<file path="config.mk">
export PLATFORM = sky130hd
export DESIGN_NAME = http_response_deframer_top
export DESIGN_NICKNAME = d
export VERILOG_FILES = /design/src/rtl/hrd_pkg.sv /design/src/rtl/hrd_front.sv /design/src/rtl/hrd_queue.sv /design/src/rtl/hrd_back.sv /design/src/rtl/http_response_deframer_top.sv
export SDC_FILE = /design/constraint.sdc
export NUM_CORES = 1
export LEC_CHECK = 0
export BUFFER_PORTS_ARGS = -buffer_cell sky130_fd_sc_hd__clkbuf_2
export CAP_MARGIN = 10
export CORE_MARGIN = 2
export CORE_UTILIZATION = 60
export CTS_CLUSTER_SIZE = 25
export DETAILED_ROUTE_END_ITERATION = 7
export HOLD_SLACK_MARGIN = 0.08
export PLACE_DENSITY = 0.78
export SLEW_MARGIN = 20
export SYNTH_ARGS = -nofsm -noshare
export SYNTH_HDL_FRONTEND = slang
export SYNTH_SLANG_ARGS = --single-unit
</file>
<file path="constraint.sdc">
create_clock -name clock -period 5.25 [get_ports clock]
set_input_delay 1.05 -clock clock [delete_from_list [all_inputs] [get_ports clock]]
set_output_delay 1.05 -clock clock [all_outputs]
set_load 0.1 [all_outputs]
</file>
<file path="src/rtl/hrd_pkg.sv">
// shared types, codes and string lookups for the http response deframer
// no dependencies
package hrd_pkg;

   typedef enum logic [3:0] {
      PH_PROTO, PH_VERSION, PH_STATUS, PH_DESC, PH_KEY, PH_VALUE,
      PH_BODY, PH_CLEN, PH_CDATA, PH_CTRAIL, PH_DONE
   } phase_type;

   typedef enum logic [2:0] {
      EV_BODY = 3'd0, EV_LAST = 3'd1, EV_STATUS = 3'd2, EV_HDR_DONE = 3'd3,
      EV_NO_DATA = 3'd4
   } event_type;

   localparam logic [2:0] NM_CONN = 3'b001;
   localparam logic [2:0] NM_TE   = 3'b010;
   localparam logic [2:0] NM_CL   = 3'b100;

   localparam logic [7:0] CH_CR    = 8'h0d;
   localparam logic [7:0] CH_LF    = 8'h0a;
   localparam logic [7:0] CH_SPACE = 8'h20;
   localparam logic [7:0] CH_SLASH = 8'h2f;
   localparam logic [7:0] CH_COLON = 8'h3a;
   localparam logic [7:0] CH_H     = 8'h68;

   localparam logic [4:0] LEN_CONN    = 5'd10;
   localparam logic [4:0] LEN_TE      = 5'd17;
   localparam logic [4:0] LEN_CL      = 5'd14;
   localparam logic [4:0] LEN_CLOSE   = 5'd5;
   localparam logic [4:0] LEN_CHUNKED = 5'd7;
   localparam logic [4:0] LEN_HTTP    = 5'd4;
   localparam logic [4:0] POS_MAX     = 5'd31;

   // classified byte handed from front to back
   typedef struct packed {
      logic [7:0] data;
      logic [7:0] lc;
      logic       is_digit;
      logic       is_hex;
      logic [3:0] hex_val;
   } cls_type;

   function automatic logic [7:0] conn_chr(input logic [4:0] p);
      case (p)
         5'd0: conn_chr = "c";  5'd1: conn_chr = "o";  5'd2: conn_chr = "n";
         5'd3: conn_chr = "n";  5'd4: conn_chr = "e";  5'd5: conn_chr = "c";
         5'd6: conn_chr = "t";  5'd7: conn_chr = "i";  5'd8: conn_chr = "o";
         5'd9: conn_chr = "n";
         default: conn_chr = 8'h00;
      endcase
   endfunction

   function automatic logic [7:0] te_chr(input logic [4:0] p);
      case (p)
         5'd0: te_chr = "t";   5'd1: te_chr = "r";   5'd2: te_chr = "a";
         5'd3: te_chr = "n";   5'd4: te_chr = "s";   5'd5: te_chr = "f";
         5'd6: te_chr = "e";   5'd7: te_chr = "r";   5'd8: te_chr = "-";
         5'd9: te_chr = "e";   5'd10: te_chr = "n";  5'd11: te_chr = "c";
         5'd12: te_chr = "o";  5'd13: te_chr = "d";  5'd14: te_chr = "i";
         5'd15: te_chr = "n";  5'd16: te_chr = "g";
         default: te_chr = 8'h00;
      endcase
   endfunction

   function automatic logic [7:0] cl_chr(input logic [4:0] p);
      case (p)
         5'd0: cl_chr = "c";   5'd1: cl_chr = "o";   5'd2: cl_chr = "n";
         5'd3: cl_chr = "t";   5'd4: cl_chr = "e";   5'd5: cl_chr = "n";
         5'd6: cl_chr = "t";   5'd7: cl_chr = "-";   5'd8: cl_chr = "l";
         5'd9: cl_chr = "e";   5'd10: cl_chr = "n";  5'd11: cl_chr = "g";
         5'd12: cl_chr = "t";  5'd13: cl_chr = "h";
         default: cl_chr = 8'h00;
      endcase
   endfunction

   function automatic logic [7:0] close_chr(input logic [4:0] p);
      case (p)
         5'd0: close_chr = "c";  5'd1: close_chr = "l";  5'd2: close_chr = "o";
         5'd3: close_chr = "s";  5'd4: close_chr = "e";
         default: close_chr = 8'h00;
      endcase
   endfunction

   function automatic logic [7:0] chunked_chr(input logic [4:0] p);
      case (p)
         5'd0: chunked_chr = "c";  5'd1: chunked_chr = "h";  5'd2: chunked_chr = "u";
         5'd3: chunked_chr = "n";  5'd4: chunked_chr = "k";  5'd5: chunked_chr = "e";
         5'd6: chunked_chr = "d";
         default: chunked_chr = 8'h00;
      endcase
   endfunction

   function automatic logic [7:0] http_chr(input logic [4:0] p);
      case (p)
         5'd0: http_chr = "h";  5'd1: http_chr = "t";  5'd2: http_chr = "t";
         5'd3: http_chr = "p";
         default: http_chr = 8'h00;
      endcase
   endfunction

   function automatic logic [4:0] pos_inc(input logic [4:0] p);
      pos_inc = (p < POS_MAX) ? p + 5'd1 : POS_MAX;
   endfunction

endpackage

</file>
<file path="src/rtl/hrd_front.sv">
// front stage: accepts raw bytes, lowercases and classifies them
// depends on hrd_pkg
module hrd_front (
   input  logic            clock,
   input  logic            reset,
   input  logic            req_valid,
   output logic            req_ready,
   input  logic [7:0]      req_data_byte,
   output logic            f_valid,
   input  logic            f_ready,
   output hrd_pkg::cls_type f_cls
);
   import hrd_pkg::*;

   logic    vld_ff, vld_in;
   cls_type cls_ff, cls_in;
   logic [7:0] lc;

   assign req_ready = !vld_ff || f_ready;

   always_comb begin
      lc = (req_data_byte >= "A" && req_data_byte <= "Z") ?
           req_data_byte + 8'd32 : req_data_byte;
      cls_in.data     = req_data_byte;
      cls_in.lc       = lc;
      cls_in.is_digit = (req_data_byte >= "0" && req_data_byte <= "9");
      cls_in.is_hex   = cls_in.is_digit || (lc >= "a" && lc <= "f");
      cls_in.hex_val  = cls_in.is_digit ? req_data_byte[3:0] : lc[3:0] + 4'd9;
      vld_in = vld_ff;
      if (req_ready) begin
         vld_in = req_valid;
      end
   end

   always_ff @(posedge clock) begin
      if (reset) begin
         vld_ff <= 1'b0;
      end else begin
         vld_ff <= vld_in;
      end
      if (req_valid && req_ready) begin
         cls_ff <= cls_in;
      end
   end

   assign f_valid = vld_ff;
   assign f_cls   = cls_ff;
endmodule

</file>
<file path="src/rtl/hrd_queue.sv">
// two-entry queue of classified bytes between front and back
// depends on hrd_pkg
module hrd_queue (
   input  logic             clock,
   input  logic             reset,
   input  logic             push_valid,
   output logic             push_ready,
   input  hrd_pkg::cls_type push_cls,
   output logic             pop_valid,
   input  logic             pop_ready,
   output hrd_pkg::cls_type pop_cls
);
   import hrd_pkg::*;

   cls_type    mem_ff [2];
   logic       wr_ff, rd_ff;
   logic [1:0] cnt_ff;
   logic       push, pop;

   assign push_ready = (cnt_ff != 2'd2);
   assign pop_valid  = (cnt_ff != 2'd0);
   assign push       = push_valid && push_ready;
   assign pop        = pop_valid && pop_ready;
   assign pop_cls    = mem_ff[rd_ff];

   always_ff @(posedge clock) begin
      if (reset) begin
         wr_ff  <= 1'b0;
         rd_ff  <= 1'b0;
         cnt_ff <= 2'd0;
      end else begin
         if (push) wr_ff <= !wr_ff;
         if (pop) rd_ff <= !rd_ff;
         cnt_ff <= cnt_ff + {1'b0, push} - {1'b0, pop};
      end
      if (push) begin
         mem_ff[wr_ff] <= push_cls;
      end
   end
endmodule

</file>
<file path="src/rtl/hrd_back.sv">
// back end: protocol walker, header matcher, body framer and result register
// depends on hrd_pkg
module hrd_back (
   input  logic             clock,
   input  logic             reset,
   input  logic             q_valid,
   output logic             q_ready,
   input  hrd_pkg::cls_type q_cls,
   output logic             rsp_valid,
   input  logic             rsp_ready,
   output logic [2:0]       rsp_event_res,
   output logic [7:0]       rsp_body_byte,
   output logic [9:0]       rsp_status_code,
   output logic [31:0]      rsp_body_len,
   output logic             rsp_chunked_mode,
   output logic             rsp_persist
);
   import hrd_pkg::*;

   phase_type   ph_ff, ph_in;
   logic [9:0]  st_ff, st_in;
   logic [2:0]  nc_ff, nc_in;
   logic [4:0]  tp_ff, tp_in;
   logic [1:0]  vc_ff, vc_in;
   logic        vs_ff, vs_in;
   logic        cr_ff, cr_in;
   logic [31:0] len_ff, len_in;
   logic [31:0] rc_ff, rc_in;
   logic [31:0] cs_ff, cs_in;
   logic [1:0]  fl_ff, fl_in;

   logic        ov_ff;
   event_type   oev_ff, ev;
   logic [7:0]  ob_ff, eb;
   logic [9:0]  ost_ff;
   logic [31:0] olen_ff;
   logic [1:0]  ofl_ff;
   logic        emit, step;

   logic [7:0]  c, lc;
   logic [2:0]  nk;
   logic [4:0]  tpw;
   logic [13:0] st_mul;
   logic [35:0] len_mul;
   logic [31:0] rc_inc;
   logic [2:0]  full;

   assign q_ready = !ov_ff || rsp_ready;
   assign step    = q_valid && q_ready;

   always_comb begin
      ph_in = ph_ff; st_in = st_ff; nc_in = nc_ff; tp_in = tp_ff;
      vc_in = vc_ff; vs_in = vs_ff; cr_in = cr_ff; len_in = len_ff;
      rc_in = rc_ff; cs_in = cs_ff; fl_in = fl_ff;
      emit = 1'b0; ev = EV_BODY; eb = 8'h00;
      c = q_cls.data; lc = q_cls.lc;
      nk = 3'b000; tpw = tp_ff; full = 3'b000;
      st_mul  = {4'b0, st_ff} * 14'd10 + {10'b0, c[3:0]};
      len_mul = ({4'b0, len_ff} << 3) + ({4'b0, len_ff} << 1) + {32'b0, c[3:0]};
      rc_inc  = rc_ff + 32'd1;
      case (ph_ff)
         PH_PROTO: begin
            if (c == CH_SLASH) begin
               ph_in = (tp_ff == LEN_HTTP) ? PH_VERSION : PH_STATUS;
               tp_in = 5'd0;
            end else if (tp_ff < LEN_HTTP && lc == http_chr(tp_ff)) begin
               tp_in = tp_ff + 5'd1;
            end else begin
               tp_in = (lc == CH_H) ? 5'd1 : 5'd0;
            end
         end
         PH_VERSION: begin
            if (c == CH_SPACE) begin
               ph_in = PH_STATUS; tp_in = 5'd0;
            end
         end
         PH_STATUS: begin
            if (c == CH_SPACE) begin
               ph_in = PH_DESC; tp_in = 5'd0; cr_in = 1'b0;
               emit = 1'b1; ev = EV_STATUS;
            end else if (tp_ff == 5'd0 && q_cls.is_digit) begin
               st_in = (st_mul > 14'd999) ? 10'd999 : st_mul[9:0];
            end else begin
               tp_in = 5'd1;
            end
         end
         PH_DESC: begin
            if (cr_ff && c == CH_LF) begin
               ph_in = PH_KEY; nc_in = 3'b111; tp_in = 5'd0; cr_in = 1'b0;
            end else begin
               cr_in = (c == CH_CR);
            end
         end
         PH_KEY: begin
            if (cr_ff && c == CH_LF) begin
               cr_in = 1'b0; rc_in = 32'd0; cs_in = 32'd0;
               ph_in = fl_ff[0] ? PH_CLEN : PH_BODY;
               emit = 1'b1; ev = EV_HDR_DONE;
            end else if (!cr_ff && c == CH_CR && tp_ff == 5'd0) begin
               cr_in = 1'b1;
            end else begin
               // a lone cr inside a name kills every candidate
               nk = cr_ff ? 3'b000 : nc_ff;
               tpw = cr_ff ? pos_inc(tp_ff) : tp_ff;
               cr_in = 1'b0;
               if (c == CH_COLON) begin
                  if (nk[0] && tpw == LEN_CONN) full = NM_CONN;
                  if (nk[1] && tpw == LEN_TE) full = NM_TE;
                  if (nk[2] && tpw == LEN_CL) full = NM_CL;
                  nc_in = full;
                  if (full == NM_CL) len_in = 32'd0;
                  vc_in = 2'b11; vs_in = 1'b0; tp_in = 5'd0;
                  ph_in = PH_VALUE;
               end else begin
                  nc_in[0] = nk[0] && tpw < LEN_CONN && lc == conn_chr(tpw);
                  nc_in[1] = nk[1] && tpw < LEN_TE && lc == te_chr(tpw);
                  nc_in[2] = nk[2] && tpw < LEN_CL && lc == cl_chr(tpw);
                  tp_in = pos_inc(tpw);
               end
            end
         end
         PH_VALUE: begin
            if (cr_ff && c == CH_LF) begin
               if (nc_ff[0]) begin
                  fl_in[1] = !(vc_ff[0] && tp_ff == LEN_CLOSE);
               end else if (nc_ff[1]) begin
                  if (vc_ff[1] && tp_ff == LEN_CHUNKED) fl_in[0] = 1'b1;
               end
               ph_in = PH_KEY; nc_in = 3'b111; tp_in = 5'd0; cr_in = 1'b0;
            end else begin
               // a lone cr inside a value fails every match
               tpw = cr_ff ? pos_inc(tp_ff) : tp_ff;
               vc_in = cr_ff ? 2'b00 : vc_ff;
               vs_in = vs_ff || cr_ff;
               tp_in = tpw;
               cr_in = 1'b0;
               if (c == CH_CR) begin
                  cr_in = 1'b1;
               end else if (c == CH_SPACE && !vs_in) begin
                  vs_in = 1'b0;
               end else begin
                  vs_in = 1'b1;
                  if (nc_ff[2]) begin
                     if (vc_in[0] && q_cls.is_digit) begin
                        len_in = (len_mul[35:32] != 4'd0) ? 32'hFFFF_FFFF : len_mul[31:0];
                     end else begin
                        vc_in = 2'b00;
                     end
                  end else begin
                     vc_in[0] = vc_in[0] && tpw < LEN_CLOSE && lc == close_chr(tpw);
                     vc_in[1] = vc_in[1] && tpw < LEN_CHUNKED && lc == chunked_chr(tpw);
                  end
                  tp_in = pos_inc(tpw);
               end
            end
         end
         PH_BODY: begin
            emit = 1'b1; eb = c;
            if (len_ff != 32'd0) begin
               rc_in = rc_inc;
               if (rc_inc >= len_ff) begin
                  ph_in = PH_DONE; ev = EV_LAST;
               end
            end
         end
         PH_CLEN: begin
            if (cr_ff && c == CH_LF) begin
               cr_in = 1'b0;
               if (cs_ff == 32'd0) begin
                  ph_in = PH_DONE; emit = 1'b1; ev = EV_NO_DATA;
               end else begin
                  rc_in = 32'd0; ph_in = PH_CDATA;
               end
            end else begin
               cr_in = (c == CH_CR);
               if (q_cls.is_hex) begin
                  cs_in = (cs_ff > 32'h0FFF_FFFF) ? 32'hFFFF_FFFF :
                          {cs_ff[27:0], q_cls.hex_val};
               end
            end
         end
         PH_CDATA: begin
            rc_in = rc_inc; emit = 1'b1; eb = c;
            if (rc_inc >= cs_ff) begin
               ph_in = PH_CTRAIL; tp_in = 5'd0;
            end
         end
         PH_CTRAIL: begin
            tp_in = tp_ff + 5'd1;
            if (tp_ff >= 5'd1) begin
               tp_in = 5'd0; cs_in = 32'd0; cr_in = 1'b0; ph_in = PH_CLEN;
            end
         end
         default: begin
         end
      endcase
   end

   always_ff @(posedge clock) begin
      if (reset) begin
         ph_ff <= PH_PROTO; st_ff <= 10'd0; nc_ff <= 3'b111; tp_ff <= 5'd0;
         vc_ff <= 2'b11; vs_ff <= 1'b0; cr_ff <= 1'b0; len_ff <= 32'd0;
         rc_ff <= 32'd0; cs_ff <= 32'd0; fl_ff <= 2'b00; ov_ff <= 1'b0;
      end else begin
         if (step) begin
            ph_ff <= ph_in; st_ff <= st_in; nc_ff <= nc_in; tp_ff <= tp_in;
            vc_ff <= vc_in; vs_ff <= vs_in; cr_ff <= cr_in; len_ff <= len_in;
            rc_ff <= rc_in; cs_ff <= cs_in; fl_ff <= fl_in;
         end
         if (q_ready) begin
            ov_ff <= step && emit;
         end
      end
      if (step && emit) begin
         oev_ff <= ev; ob_ff <= eb; ost_ff <= st_ff; olen_ff <= len_ff;
         ofl_ff <= fl_ff;
      end
   end

   assign rsp_valid        = ov_ff;
   assign rsp_event_res    = oev_ff;
   assign rsp_body_byte    = ob_ff;
   assign rsp_status_code  = ost_ff;
   assign rsp_body_len     = olen_ff;
   assign rsp_chunked_mode = ofl_ff[0];
   assign rsp_persist      = ofl_ff[1];
endmodule

</file>
<file path="src/rtl/http_response_deframer_top.sv">
// top level of the http response deframer: front classifier, queue, back parser
// depends on hrd_pkg, hrd_front, hrd_queue, hrd_back
//
//   channel | direction | beat contents
//   req_    | in        | data_byte, segment_last (segment_last has no effect)
//   rsp_    | out       | event_res, body_byte, status_code, body_len,
//           |           | chunked_mode, persist
//
// one byte per cycle sustained while rsp_ready holds; each byte passes
// through the front register and the queue, and is parsed as it leaves the
// queue, its result landing in the output register
// synchronous active-high reset returns the parser to the protocol step
// a stalled rsp_ready fills the output register, then the queue, then the front
// register, and only then drops req_ready
module http_response_deframer_top (
   input  logic        clock,
   input  logic        reset,
   input  logic        req_valid,
   output logic        req_ready,
   input  logic [7:0]  req_data_byte,
   input  logic        req_segment_last,
   output logic        rsp_valid,
   input  logic        rsp_ready,
   output logic [2:0]  rsp_event_res,
   output logic [7:0]  rsp_body_byte,
   output logic [9:0]  rsp_status_code,
   output logic [31:0] rsp_body_len,
   output logic        rsp_chunked_mode,
   output logic        rsp_persist
);
   import hrd_pkg::*;

   // front to queue
   logic    f_valid, f_ready;
   cls_type f_cls;
   // queue to back
   logic    q_valid, q_ready;
   cls_type q_cls;
   logic    seg_unused;

   // segment boundaries do not matter to the parse
   assign seg_unused = req_segment_last;

   hrd_front u_front (
      .clock         (clock),
      .reset         (reset),
      .req_valid     (req_valid),
      .req_ready     (req_ready),
      .req_data_byte (req_data_byte),
      .f_valid       (f_valid),
      .f_ready       (f_ready),
      .f_cls         (f_cls)
   );

   hrd_queue u_queue (
      .clock      (clock),
      .reset      (reset),
      .push_valid (f_valid),
      .push_ready (f_ready),
      .push_cls   (f_cls),
      .pop_valid  (q_valid),
      .pop_ready  (q_ready),
      .pop_cls    (q_cls)
   );

   hrd_back u_back (
      .clock            (clock),
      .reset            (reset),
      .q_valid          (q_valid),
      .q_ready          (q_ready),
      .q_cls            (q_cls),
      .rsp_valid        (rsp_valid),
      .rsp_ready        (rsp_ready),
      .rsp_event_res    (rsp_event_res),
      .rsp_body_byte    (rsp_body_byte),
      .rsp_status_code  (rsp_status_code),
      .rsp_body_len     (rsp_body_len),
      .rsp_chunked_mode (rsp_chunked_mode),
      .rsp_persist      (rsp_persist)
   );

`ifndef SYNTHESIS
   // nothing comes out in the cycle after reset
   a_rst_quiet: assert property (@(posedge clock) reset |=> !rsp_valid)
      else $error("result valid right after reset");

   // the front register only blocks input when it holds a byte
   a_front_hold: assert property (@(posedge clock) disable iff (reset)
      !req_ready |-> f_valid)
      else $error("input stalled with empty front");

   // status, header-done and no-data events never carry a body byte
   a_ctrl_byte: assert property (@(posedge clock) disable iff (reset)
      (rsp_valid && (rsp_event_res == EV_STATUS || rsp_event_res == EV_HDR_DONE ||
                     rsp_event_res == EV_NO_DATA)) |-> rsp_body_byte == 8'h00)
      else $error("control event with body byte");

   // a queue that refuses a push is never empty: it always has a byte to pop
   a_queue_full: assert property (@(posedge clock) disable iff (reset)
      !f_ready |-> q_valid)
      else $error("queue refuses push while empty");
`endif
endmodule

</file>
==> summary.md <==
| Metric | Value |
|---|---|
| Comb power frac | `0.257` |
| Htree depth | `1` |
| PostCTS Resize Cnt | `0` |
| CTS clk-pin slew, worst paths | `0.07 ns` |
| Max Cap Viol | `0` |
| RSZ-0062 raised after global routing | `no` |
| Util after Layout | `0.670` |
| Rel. slew slack | `0.232` |
| Final worst setup slack | `0.352 ns` |
| Die height | `169 um` |
| Final Hold Vio Count | `0` |
| Switch share | `0.319` |
| ANT cells | `0` |
| EDFF count, synth | `between 100 and 150` |
| Vias in the first global route | `13,800` |
| Finish-stage setup viols | `0` |
| TritonRoute pass-1 iters | `7` |
| Internal | `0.00381 W` |
| Hpwl dp | `30,400 um` |
| Wirelength, routed | `42,800 um` |
| Placeable Area | `~27,000 um2` |
| Worst-Skew Late Latency | `between 0.5 and 0.6 ns` |
| Final Cycle Share | `0.933` |
| Initial antenna violation count | `0` |
| Overflow after GRT | `0` |
| Cells after Synth | `1,862` |
| DRC errors left | `0` |
| Distinct cells, synth | `86` |
| Initial Util | `0.611` |
| Hold crit path type | `register to register` |
| Clock Power Share | `0.368` |
| Place WS | `0.588 ns` |
| Largest net degree at the start of global routing | `92` |
| Synthesized area | `16,400 um2` |
| Nets@finish | `2,075` |
| RePlAce Congestion | `around 0.94` |
| Reg2Reg Setup Slack | `roughly 0.35 ns` |
| #FFs+latches synth | `237` |
| Clock Path Buffers | `3` |
| Post-synth top flop | `dfxtp_1` |
| Die footprint | `28,700 um2` |
| Critical path class | `register to register` |
| Synth-to-layout area growth | `9.69%` |
| Status | `completed` |
| Worst-margin pin slew | `1.15 ns` |
| Global-route wire length before repair | `69,700 um` |
| CTS tree | `yes` |
| Syn. warnings | `0` |
| Required @ worst endpoint | `roughly 5.7 ns` |
| ANT nets after route | `0` |
| Max VDD drop | `0.355 mV` |
| Synth Net Count | `slightly above 2,000` |
| Sequential area share after synthesis | `0.354` |
| Worst Path Max Fanout | `20` |
| Most common cell after layout, fill and taps aside | `a21oi_1` |
| Skew final | `0.00989 ns` |
| Cts hold-fix bufs | `0` |
| DR iter-0 viols | `1,633` |
| Via/cell ratio | `~6.5` |
| Die Wd | `169 um` |
| Data arrival, critical path | `5.30 ns` |
| Post-synthesis async set-or-reset flop share | `0` |
| Pwr dens | `311 nW/um2` |
| Share of cells above drive strength 1 | `0.102` |
| Rows | `60` |
| Num CTS Buffers | `26` |
| Pins Over Slew Limit | `0` |
| Root buffer cell | `clkbuf_16` |
| Leak | `a little over 7 nW` |
| Routed vias | `~15,000` |
| Max Clock Freq | `204 MHz` |
| Tmin final | `4.90 ns` |
| GRT Total Usage | `0.296` |
| Seq pwr share | `0.376` |
| CP endpoint kind | `register` |
| Mapped Avg Cell Area | `8.82 um2` |
| Most frequent cells in the layout | `a21oi_1 (172), ha_1 (168), nand2_1 (149)` |
| NetSw | `0.00178 W` |
| I/O Buffers | `between 60 and 70` |
| Num Clock Sinks | `237` |
| Crit start category | `register` |
| Io pins | `70` |
| Wire per inst | `19.0 um` |
| Setup_tns | `0 ns` |
| # Post-CTS Setup Buffers | `0` |
==> cell type report <==
| cell class | instances | area [um2] |
|---|---|---|
| multi-input cells | 1423 | 9830 |
| fillers | 2162 | 8870 |
| flip-flops and latches | 237 | 5810 |
| clock buffers | 33 | 728 |
| repair buffers | 97 | 583 |
| well taps | 341 | 427 |
| inverters | 105 | 394 |
| clock inverters | 15 | 240 |
==> sequential cells by signal (all words and copies together), names as in the netlist, 10 cells and up, named ones only <==
| name | flops |
|---|---|
| u_back.cs_ff | 32 |
| u_back.len_ff | 32 |
| u_back.rc_ff | 32 |
| u_back.rsp_body_len | 32 |
| u_back.rsp_status_code | 10 |
| u_back.st_ff | 10 |
| u_front.f_cls | 17 |
| u_queue.mem_ff | 34 |
==> per-layer routing <==
| metal | routed length (um) | share of wire | GRT usage |
|---|---|---|---|
| met4 | 1110 | 0.026 | 0.0929 |
| met1 | 18700 | 0.44 | 0.411 |
| met5 | 0 | 0 | 0 |
| met3 | 3210 | 0.075 | 0.0347 |
| met2 | 19800 | 0.46 | 0.486 |
==> cell usage after synthesis (all sizes together) (8+ instances only) <==
cell type	n	area, um2
mux2	14	158
nor2b	17	106
o21a	8	60.1
o21bai	8	60.1
nand3	71	355
a21oi	175	883
nor4	29	188
edfxtp	106	3180
o31ai	8	60.1
and3	13	81.3
o21ai	85	425
o211ai	47	353
nor3	31	155
and4	12	105
xor2	27	236
nand2b	21	131
and2	12	77.6
ha	168	2100
a21o	27	203
nor2	145	544
a211oi	19	165
xnor2	65	569
dfxtp	131	2620
nand2	149	559
a31oi	15	93.8
clkbuf	68	255
or3	9	56.3
a22oi	39	298
inv	105	394
nor3b	23	178
nand4	39	244
mux2i	23	230
buf	29	156
==> metrics by stage <==
stage                     hold WS (ns)  std cells  area (um2)  power [W]
after CTS                        0.438       2251       18000    0.00558
final                            0.438       2251       18000    0.00559
after detailed placement         0.430       2203       17000    0.00353
after global routing             0.458       2251       18000    0.00583
after floorplan                  0.408       1862       16400    0.00317
after global placement           0.420       2203       17000    0.00350
==> worst max-delay path, stage by stage (launching register included) <==
cell and delay (ns):
dfxtp_1 0.76, nor2b_1 0.15, a21oi_1 0.16, buf_4 0.21
inv_2 0.07, fa_1 0.54, fa_1 0.51, a211oi_1 0.33
o211ai_1 0.20, a32o_1 0.32, nor4_1 0.51, o21bai_1 0.20
o21a_1 0.22, a32oi_2 0.18, buf_4 0.29, nand3_1 0.10
==> cells by family after synthesis <==
kind of cell,share of synthesized area
multiplexers,0.0236
adder cells (fa/ha/maj),0.133
AND/OR/NAND/NOR,0.187
XOR/XNOR,0.0491
flip-flops,0.354
AO/OA/AOI/OAI,0.205
buffers and inverters,0.0491
==> worst paths after layout <==
path / start / cells after the start / end
max: register / 15 / u_back.len_ff[0]
min: u_front.f_cls[5] / 0 / u_queue.mem_ff[1][5]
max reg2reg: register / 15 / u_back.len_ff[0]
min reg2reg: u_front.f_cls[5] / 0 / u_queue.mem_ff[1][5]
==> power by group through the flow <==
stage,combinational (W),clock (W),sequential (W)
CTS,0.00140,0.00208,0.00210
global route,0.00156,0.00215,0.00211
detailed placement,0.00139,0,0.00214
global placement,0.00137,0,0.00213
finish,0.00144,0.00206,0.00210
floorplan,0.00107,0,0.00210
(Power assumes the default switching activity.)
